`config.mk`:
```
export PLATFORM = sky130hd
export DESIGN_NAME = servo_reply_frame_parser_core
export DESIGN_NICKNAME = d
export VERILOG_FILES = /design/src/srfp_pkg.sv /design/src/servo_reply_frame_parser_core.sv /design/src/srfp_in_stage.sv /design/src/srfp_parser.sv /design/src/srfp_out_stage.sv
export SDC_FILE = /design/constraint.sdc
export NUM_CORES = 1
export LEC_CHECK = 0
export ABC_CLOCK_PERIOD_IN_PS = 5060
export BUFFER_PORTS_ARGS = -buffer_cell sky130_fd_sc_hd__buf_2
export CORE_UTILIZATION = 40
export CTS_CLUSTER_SIZE = 40
export DETAILED_ROUTE_END_ITERATION = 8
export PLACE_DENSITY = 0.7
export SYNTH_ARGS = -nofsm -noshare
export SYNTH_HDL_FRONTEND = slang
export SYNTH_SLANG_ARGS = --single-unit
```
`constraint.sdc`:
```
create_clock -name clk -period 5.06 [get_ports clk]
set_input_delay 1.012 -clock clk [delete_from_list [all_inputs] [get_ports clk]]
set_output_delay 1.012 -clock clk [all_outputs]
set_load 0.01 [all_outputs]
```
`src/srfp_pkg.sv`:
```
package srfp_pkg;

    localparam int BYTE_W    = 8;
    localparam int PHASE_W   = 4;
    localparam int POS_W     = 32;
    localparam int CFG_IDX_W = 2;

    localparam logic [BYTE_W-1:0] HDR_BYTE    = 8'hFB;
    localparam logic [BYTE_W-1:0] FC_HOMING   = 8'h91;
    localparam logic [BYTE_W-1:0] FC_SETZERO  = 8'h92;
    localparam logic [BYTE_W-1:0] FC_POSITION = 8'h31;
    localparam logic [BYTE_W-1:0] ADDR_RESET  = 8'h03;

    localparam logic [BYTE_W-1:0] ST_FAIL        = 8'd0;
    localparam logic [BYTE_W-1:0] ST_SETZERO_OK  = 8'd1;
    localparam logic [BYTE_W-1:0] ST_HOMING_OK   = 8'd2;

    localparam logic [PHASE_W-1:0] PH_HUNT        = 4'd0;
    localparam logic [PHASE_W-1:0] PH_ADDR        = 4'd1;
    localparam logic [PHASE_W-1:0] PH_FUNC        = 4'd2;
    localparam logic [PHASE_W-1:0] PH_PAYLOAD     = 4'd3;
    localparam logic [PHASE_W-1:0] PH_CHECK_SHORT = 4'd4;
    localparam logic [PHASE_W-1:0] PH_CHECK_POS   = 4'd9;

    localparam logic [CFG_IDX_W-1:0] REG_SLAVE_ADDR = 2'd0;
    localparam logic [CFG_IDX_W-1:0] REG_EXPECTED   = 2'd1;

    typedef enum logic [1:0] {
        REPLY_HOMING   = 2'd0,
        REPLY_SETZERO  = 2'd1,
        REPLY_POSITION = 2'd2,
        REPLY_NONE     = 2'd3
    } reply_t;

    typedef enum logic [1:0] {
        OUTCOME_OK   = 2'd0,
        OUTCOME_FAIL = 2'd1,
        OUTCOME_POS  = 2'd2
    } outcome_t;

    typedef struct packed {
        logic                  wr_en;
        logic [CFG_IDX_W-1:0]  index;
        logic [BYTE_W-1:0]     data;
    } cfg_wr_t;

    typedef struct packed {
        logic                    valid;
        logic [1:0]              outcome;
        logic signed [POS_W-1:0] position;
    } result_t;

endpackage

```
`src/servo_reply_frame_parser_core.sv`:
```
// channel | signals                          | direction
// in      | in_valid, in_ready, rx_byte      | byte from the servo UART
// out     | out_valid, out_ready, outcome,   | at most one result per frame
//         | position                         |
// cfg     | cfg_valid, cfg_ready, cfg_index, | register writes, always ready
//         | cfg_data                         |
// One item per cycle while the output register can take; a byte is held in the input
// register and parsed as it leaves it, and a result is registered in the output register
// as its checksum byte leaves the input register.
// Reset clears the parser to hunting with slave address 3 and homing reply awaited.
// A full output register with out_ready low stalls parsing; in_ready then drops once
// the input register holds a byte.
module servo_reply_frame_parser_core (
    input  logic                                 clk,
    input  logic                                 rst_n,
    input  logic                                 in_valid,
    output logic                                 in_ready,
    input  logic [srfp_pkg::BYTE_W-1:0]          rx_byte,
    output logic                                 out_valid,
    input  logic                                 out_ready,
    output logic [1:0]                           outcome,
    output logic signed [srfp_pkg::POS_W-1:0]    position,
    input  logic                                 cfg_valid,
    output logic                                 cfg_ready,
    input  logic [srfp_pkg::CFG_IDX_W-1:0]       cfg_index,
    input  logic [srfp_pkg::BYTE_W-1:0]          cfg_data
);

    logic                        item_valid;
    logic [srfp_pkg::BYTE_W-1:0] item_byte;
    logic                        can_take;
    logic                        fire;
    srfp_pkg::cfg_wr_t           cfg;
    srfp_pkg::result_t           res;

    assign cfg_ready = 1'b1;
    assign cfg.wr_en = cfg_valid && cfg_ready;
    assign cfg.index = cfg_index;
    assign cfg.data  = cfg_data;
    assign fire      = item_valid && can_take;

    srfp_in_stage u_in (
        .clk        (clk),
        .rst_n      (rst_n),
        .in_valid   (in_valid),
        .in_ready   (in_ready),
        .rx_byte    (rx_byte),
        .advance    (fire),
        .item_valid (item_valid),
        .item_byte  (item_byte)
    );

    srfp_parser u_parser (
        .clk       (clk),
        .rst_n     (rst_n),
        .cfg       (cfg),
        .fire      (fire),
        .item_byte (item_byte),
        .res       (res)
    );

    srfp_out_stage u_out (
        .clk       (clk),
        .rst_n     (rst_n),
        .load      (fire),
        .res       (res),
        .can_take  (can_take),
        .out_valid (out_valid),
        .out_ready (out_ready),
        .outcome   (outcome),
        .position  (position)
    );

endmodule

```
`src/srfp_in_stage.sv`:
```
module srfp_in_stage (
    input  logic                        clk,
    input  logic                        rst_n,
    input  logic                        in_valid,
    output logic                        in_ready,
    input  logic [srfp_pkg::BYTE_W-1:0] rx_byte,
    input  logic                        advance,
    output logic                        item_valid,
    output logic [srfp_pkg::BYTE_W-1:0] item_byte
);

    logic                        valid_reg;
    logic [srfp_pkg::BYTE_W-1:0] byte_reg;

    assign in_ready   = !valid_reg || advance;
    assign item_valid = valid_reg;
    assign item_byte  = byte_reg;

    always_ff @(posedge clk or negedge rst_n)
    begin
        if (!rst_n)
        begin
            valid_reg <= 1'b0;
        end
        else if (in_ready)
        begin
            valid_reg <= in_valid;
        end
    end

    always_ff @(posedge clk)
    begin
        if (in_valid && in_ready)
        begin
            byte_reg <= rx_byte;
        end
    end

endmodule

```
`src/srfp_parser.sv`:
```
module srfp_parser (
    input  logic                        clk,
    input  logic                        rst_n,
    input  srfp_pkg::cfg_wr_t           cfg,
    input  logic                        fire,
    input  logic [srfp_pkg::BYTE_W-1:0] item_byte,
    output srfp_pkg::result_t           res
);

    logic [srfp_pkg::BYTE_W-1:0]  addr_reg, addr_next;
    srfp_pkg::reply_t             exp_reg, exp_next;
    logic [srfp_pkg::PHASE_W-1:0] phase_reg, phase_next;
    logic [srfp_pkg::BYTE_W-1:0]  sum_reg, sum_next;
    logic [srfp_pkg::BYTE_W-1:0]  status_reg, status_next;
    logic [srfp_pkg::POS_W-1:0]   pos_reg, pos_next;

    logic [srfp_pkg::PHASE_W-1:0] check_phase;
    logic [srfp_pkg::BYTE_W-1:0]  code;
    logic                         known;
    logic [srfp_pkg::BYTE_W-1:0]  sum_plus;
    logic                         is_pos;

    assign is_pos      = (exp_reg == srfp_pkg::REPLY_POSITION);
    assign check_phase = is_pos ? srfp_pkg::PH_CHECK_POS : srfp_pkg::PH_CHECK_SHORT;
    assign sum_plus    = sum_reg + item_byte;

    always_comb
    begin
        case (exp_reg)
            srfp_pkg::REPLY_HOMING:
            begin
                code  = srfp_pkg::FC_HOMING;
                known = 1'b1;
            end
            srfp_pkg::REPLY_SETZERO:
            begin
                code  = srfp_pkg::FC_SETZERO;
                known = 1'b1;
            end
            srfp_pkg::REPLY_POSITION:
            begin
                code  = srfp_pkg::FC_POSITION;
                known = 1'b1;
            end
            default:
            begin
                code  = '0;
                known = 1'b0;
            end
        endcase
    end

    always_comb
    begin
        addr_next   = addr_reg;
        exp_next    = exp_reg;
        phase_next  = phase_reg;
        sum_next    = sum_reg;
        status_next = status_reg;
        pos_next    = pos_reg;
        res         = '0;

        if (cfg.wr_en)
        begin
            // a write to the slave address or expected reply register restarts the hunt
            if (cfg.index == srfp_pkg::REG_SLAVE_ADDR)
            begin
                addr_next  = cfg.data;
                phase_next = srfp_pkg::PH_HUNT;
                sum_next   = '0;
            end
            else if (cfg.index == srfp_pkg::REG_EXPECTED)
            begin
                exp_next   = srfp_pkg::reply_t'(cfg.data[1:0]);
                phase_next = srfp_pkg::PH_HUNT;
                sum_next   = '0;
            end
        end
        else if (fire)
        begin
            if (phase_reg == srfp_pkg::PH_HUNT || phase_reg > check_phase)
            begin
                if (item_byte == srfp_pkg::HDR_BYTE)
                begin
                    sum_next   = item_byte;
                    phase_next = srfp_pkg::PH_ADDR;
                end
                else
                begin
                    sum_next   = '0;
                    phase_next = srfp_pkg::PH_HUNT;
                end
            end
            else if (phase_reg == srfp_pkg::PH_ADDR)
            begin
                if (item_byte != addr_reg)
                begin
                    sum_next   = '0;
                    phase_next = srfp_pkg::PH_HUNT;
                end
                else
                begin
                    sum_next   = sum_plus;
                    phase_next = srfp_pkg::PH_FUNC;
                end
            end
            else if (phase_reg == srfp_pkg::PH_FUNC)
            begin
                if (!known || item_byte != code)
                begin
                    sum_next   = '0;
                    phase_next = srfp_pkg::PH_HUNT;
                end
                else
                begin
                    sum_next   = sum_plus;
                    phase_next = srfp_pkg::PH_PAYLOAD;
                end
            end
            else if (phase_reg < check_phase)
            begin
                sum_next   = sum_plus;
                phase_next = phase_reg + 4'd1;
                if (is_pos)
                begin
                    pos_next = {pos_reg[srfp_pkg::POS_W-srfp_pkg::BYTE_W-1:0], item_byte};
                end
                else
                begin
                    status_next = item_byte;
                end
            end
            else
            begin
                // checksum byte
                sum_next   = '0;
                phase_next = srfp_pkg::PH_HUNT;
                if (item_byte == sum_reg)
                begin
                    if (is_pos)
                    begin
                        res.valid    = 1'b1;
                        res.outcome  = srfp_pkg::OUTCOME_POS;
                        res.position = pos_reg;
                    end
                    else if (status_reg == srfp_pkg::ST_FAIL)
                    begin
                        res.valid   = 1'b1;
                        res.outcome = srfp_pkg::OUTCOME_FAIL;
                    end
                    else if ((exp_reg == srfp_pkg::REPLY_HOMING &&
                              status_reg == srfp_pkg::ST_HOMING_OK) ||
                             (exp_reg == srfp_pkg::REPLY_SETZERO &&
                              status_reg == srfp_pkg::ST_SETZERO_OK))
                    begin
                        res.valid   = 1'b1;
                        res.outcome = srfp_pkg::OUTCOME_OK;
                    end
                end
            end
        end
    end

    always_ff @(posedge clk or negedge rst_n)
    begin
        if (!rst_n)
        begin
            addr_reg   <= srfp_pkg::ADDR_RESET;
            exp_reg    <= srfp_pkg::REPLY_HOMING;
            phase_reg  <= srfp_pkg::PH_HUNT;
            sum_reg    <= '0;
            status_reg <= '0;
            pos_reg    <= '0;
        end
        else
        begin
            addr_reg   <= addr_next;
            exp_reg    <= exp_next;
            phase_reg  <= phase_next;
            sum_reg    <= sum_next;
            status_reg <= status_next;
            pos_reg    <= pos_next;
        end
    end

endmodule

```
`src/srfp_out_stage.sv`:
```
module srfp_out_stage (
    input  logic                              clk,
    input  logic                              rst_n,
    input  logic                              load,
    input  srfp_pkg::result_t                 res,
    output logic                              can_take,
    output logic                              out_valid,
    input  logic                              out_ready,
    output logic [1:0]                        outcome,
    output logic signed [srfp_pkg::POS_W-1:0] position
);

    logic                              valid_reg;
    logic [1:0]                        outcome_reg;
    logic signed [srfp_pkg::POS_W-1:0] position_reg;

    assign can_take  = !valid_reg || out_ready;
    assign out_valid = valid_reg;
    assign outcome   = outcome_reg;
    assign position  = position_reg;

    always_ff @(posedge clk or negedge rst_n)
    begin
        if (!rst_n)
        begin
            valid_reg <= 1'b0;
        end
        else if (can_take)
        begin
            valid_reg <= load && res.valid;
        end
    end

    always_ff @(posedge clk)
    begin
        if (can_take && load && res.valid)
        begin
            outcome_reg  <= res.outcome;
            position_reg <= res.position;
        end
    end

endmodule
```
==> results.md <==
- Outcome: complete, but fails checks
- Violated checks: design-rule violations
- Worst reg2reg startpoint: u_parser.exp_reg[0]
- Number of DRC markers in iteration 0: 286
- Top cells by instance count after synthesis: dfrtp_1 (62), mux2_2 (45), edfxtp_1 (42), and3_1 (33)
- CP endpoint kind: flip-flop
- Required time of the critical path: 5.03 ns
- Share of the synthesized area in the top cell type: 0.325
- Final #Nets: 446
- Total power: 1.90 mW
- Register-to-register setup slack: 1.45 ns
- Global-route wire length before repair: 15.5 mm
- GRT Residual Overflow: 0
- Placed cell area: 5220 µm²
- Worst VDD drop: 0.000157 V
- Clock Latency Late Sink: 0.34 ns
- Synth area leaders: dfrtp_1 (33%), edfxtp_1 (26%), mux2_2 (11%), and3_1 (4.3%), ha_1 (3.7%)
- Core Area: 11500 µm²
- Leakage power: 2.67 nW
- Combinational power share: 0.109
- Clock sink total: 106
- Clock Tree Buf Depth: 2
- Port buffer count: 58
- Register bit total from synthesis: 106
- Sequential area share after synthesis: 0.601
- Clock root buffer: clkbuf_16
- Hold depth: 2
- Via-to-Cell Ratio: 5.40
- Skew final: 0.00654 ns
- Initial DRT Pass Iterations: 7
- Via count: 3000
- Initial Util: 0.414
- DRT Wirelength: 9.22 mm
- Max_cap viols: 0
- DIE HEIGHT: 111 µm
- Final Max Tran Viols: 0
- Layout cells sized above 1: 0.324
- HP Start: u_parser.sum_reg[2]
- Leading area contributor after synthesis: dfrtp_1
- CTS tree: done
- Fmax: 0.277 GHz
- Post-CTS Setup Inserts: 0
- Vias in the first global route: 3047
- Ys async rst share: 0.604
- Sequential share of power: 0.532
- Tmin final: 3.61 ns
- Die W: 111 µm
- Final instance area: 5520 µm²
- Post-CTS sizing: 0
- Antenna viol nets, final: 0
- Routability Congestion: 0.890
- Most frequent cell after synthesis: dfrtp_1
- CTS Hold Bufs: 0
- RSZ-0062 raised after global routing: false
- Number of H-tree levels: 3
- Sw Ratio: 0.264
- Ratio of final minimum period to clock period: 0.713
- RR Endpoint: u_out.position[7]
- Area grow syn2layout: 15.7%
- Worst R2R Path Depth: 8
- DR WL/cell: 16.6 µm
- Synthesized Nets: 387
- Die ar.: 12400 µm²
- Worst-path clk slew: 0.07 ns
- Hold Crit Class: reg2reg
- Diodes inserted: 0
- Largest net degree at the start of global routing: 38
- Synth cell types: 60
- Synth Instances: 349
- Relative slew slack: 0.199
- Hold Crit Endpoint: u_parser.sum_reg[2]
- Worst Setup Start Kind: flip-flop
- Final hold vios: 0
- Clock share of power: 0.359
- Fin util: 0.479
- Most used flip-flop cell after synthesis: dfrtp_1
- Worst slew pin tran: 1.19 ns
- Row count: 39
- P per Cell Area: 345 nW/µm²
- Antenna violations before repair: 0
- Mapped cell area: 4770 µm²
- Post-DP HPWL: 6.25 mm
- Final setup vio count: 0
- Internal Power: 1.40 mW
- Crit-path max FO: 37
- Critical path type: reg2reg
- Avg Synthesized Cell Area: 13.7 µm²
- DRC Markers: 18
- P_sw: 502 µW
- Setup tns final: 0 ns
- Worst Path Arrival: 3.57 ns
- Io pins: 60
- Number of enable flip-flop cells after synthesis: 42
- Cts bufs inserted: 9
- All-Layer GR Usage: 0.160
- Synth Warn #: 0
-- layout by cell type (no fill, tap or decap), types with 9 or more instances in the layout --
master / count
nand2_1: 11
clkbuf_16: 9
and3_1: 33
edfxtp_1: 42
a21oi_1: 9
ha_1: 14
dfrtp_1: 62
xor2_1: 9
nor2_1: 13
mux2_2: 45
buf_2: 58
inv_1: 10
-- cell families (layout without fill, tap and decap cells) --
group | count (synthesis) | after routing | synth area share
simple gates | 92 | 92 | 0.119
fa+ha+maj | 15 | 15 | 0.0409
xor+xnor | 15 | 15 | 0.0276
flops | 106 | 106 | 0.601
other cells | 1 | 1 | 0.000786
buf+inv | 23 | 87 | 0.0202
mux | 50 | 50 | 0.118
compound gates | 47 | 47 | 0.0732
-- worst max-delay path, stage by stage (launching register included) --
cell,delay [ns]
dfrtp_1,0.45
nand2b_4,0.20
inv_4,0.26
ha_1,0.30
nand2_1,0.10
o21a_1,0.19
o211ai_1,0.23
or4_1,0.67
nor2_4,0.80
-- per-layer routing --
metal / GRT usage / share of wire
met5: 0 / 0
met4: 0.0658 / 0.016
met3: 0.0334 / 0.054
met2: 0.259 / 0.47
met1: 0.209 / 0.46
-- worst max-delay path by stage --
stage / from / to / slack (ns) / cells past startpoint
final: u_parser.exp_reg[0] / u_out.position[7] / 1.45 / 8
after global routing: u_parser.exp_reg[0] / u_out.position[26] / 1.21 / 8
after CTS: u_parser.exp_reg[0] / u_out.position[19] / 1.47 / 8
after detailed placement: out_ready / u_out.position[3] / 1.45 / 6
after global placement: out_ready / u_out.position[21] / 1.59 / 6
after floorplan: u_parser.exp_reg[0] / u_out.outcome[0] / 0.98 / 9
-- per-stage QoR --
step,std cells,hold slack (ns),setup slack [ns]
after floorplan,349,0.453,0.981
after CTS,556,0.497,1.47
after detailed placement,540,0.481,1.45
after global routing,556,0.514,1.21
after global placement,540,0.482,1.59
final,556,0.494,1.45
-- final cells by class --
type | instances | area, µm²
fill | 1016 | 6000
sequential | 106 | 2870
multi-input combinational | 220 | 1830
clock inverter | 7 | 68.8
timing repair buffer | 60 | 305
tap | 143 | 179
inverter | 11 | 43.8
clock buffer | 9 | 225
-- power groups by stage --
stage / Sequential (mW) / Clock [mW] / Combinational (mW)
2_1_floorplan: 1.01 / 0 / 0.156
3_3_place_gp: 1.03 / 0 / 0.200
3_5_place_dp: 1.03 / 0 / 0.208
4_1_cts: 1.01 / 0.702 / 0.209
5_1_grt: 1.02 / 0.734 / 0.232
6_report: 1.01 / 0.684 / 0.207
No activity file was read; power rests on OpenSTA's default activity.
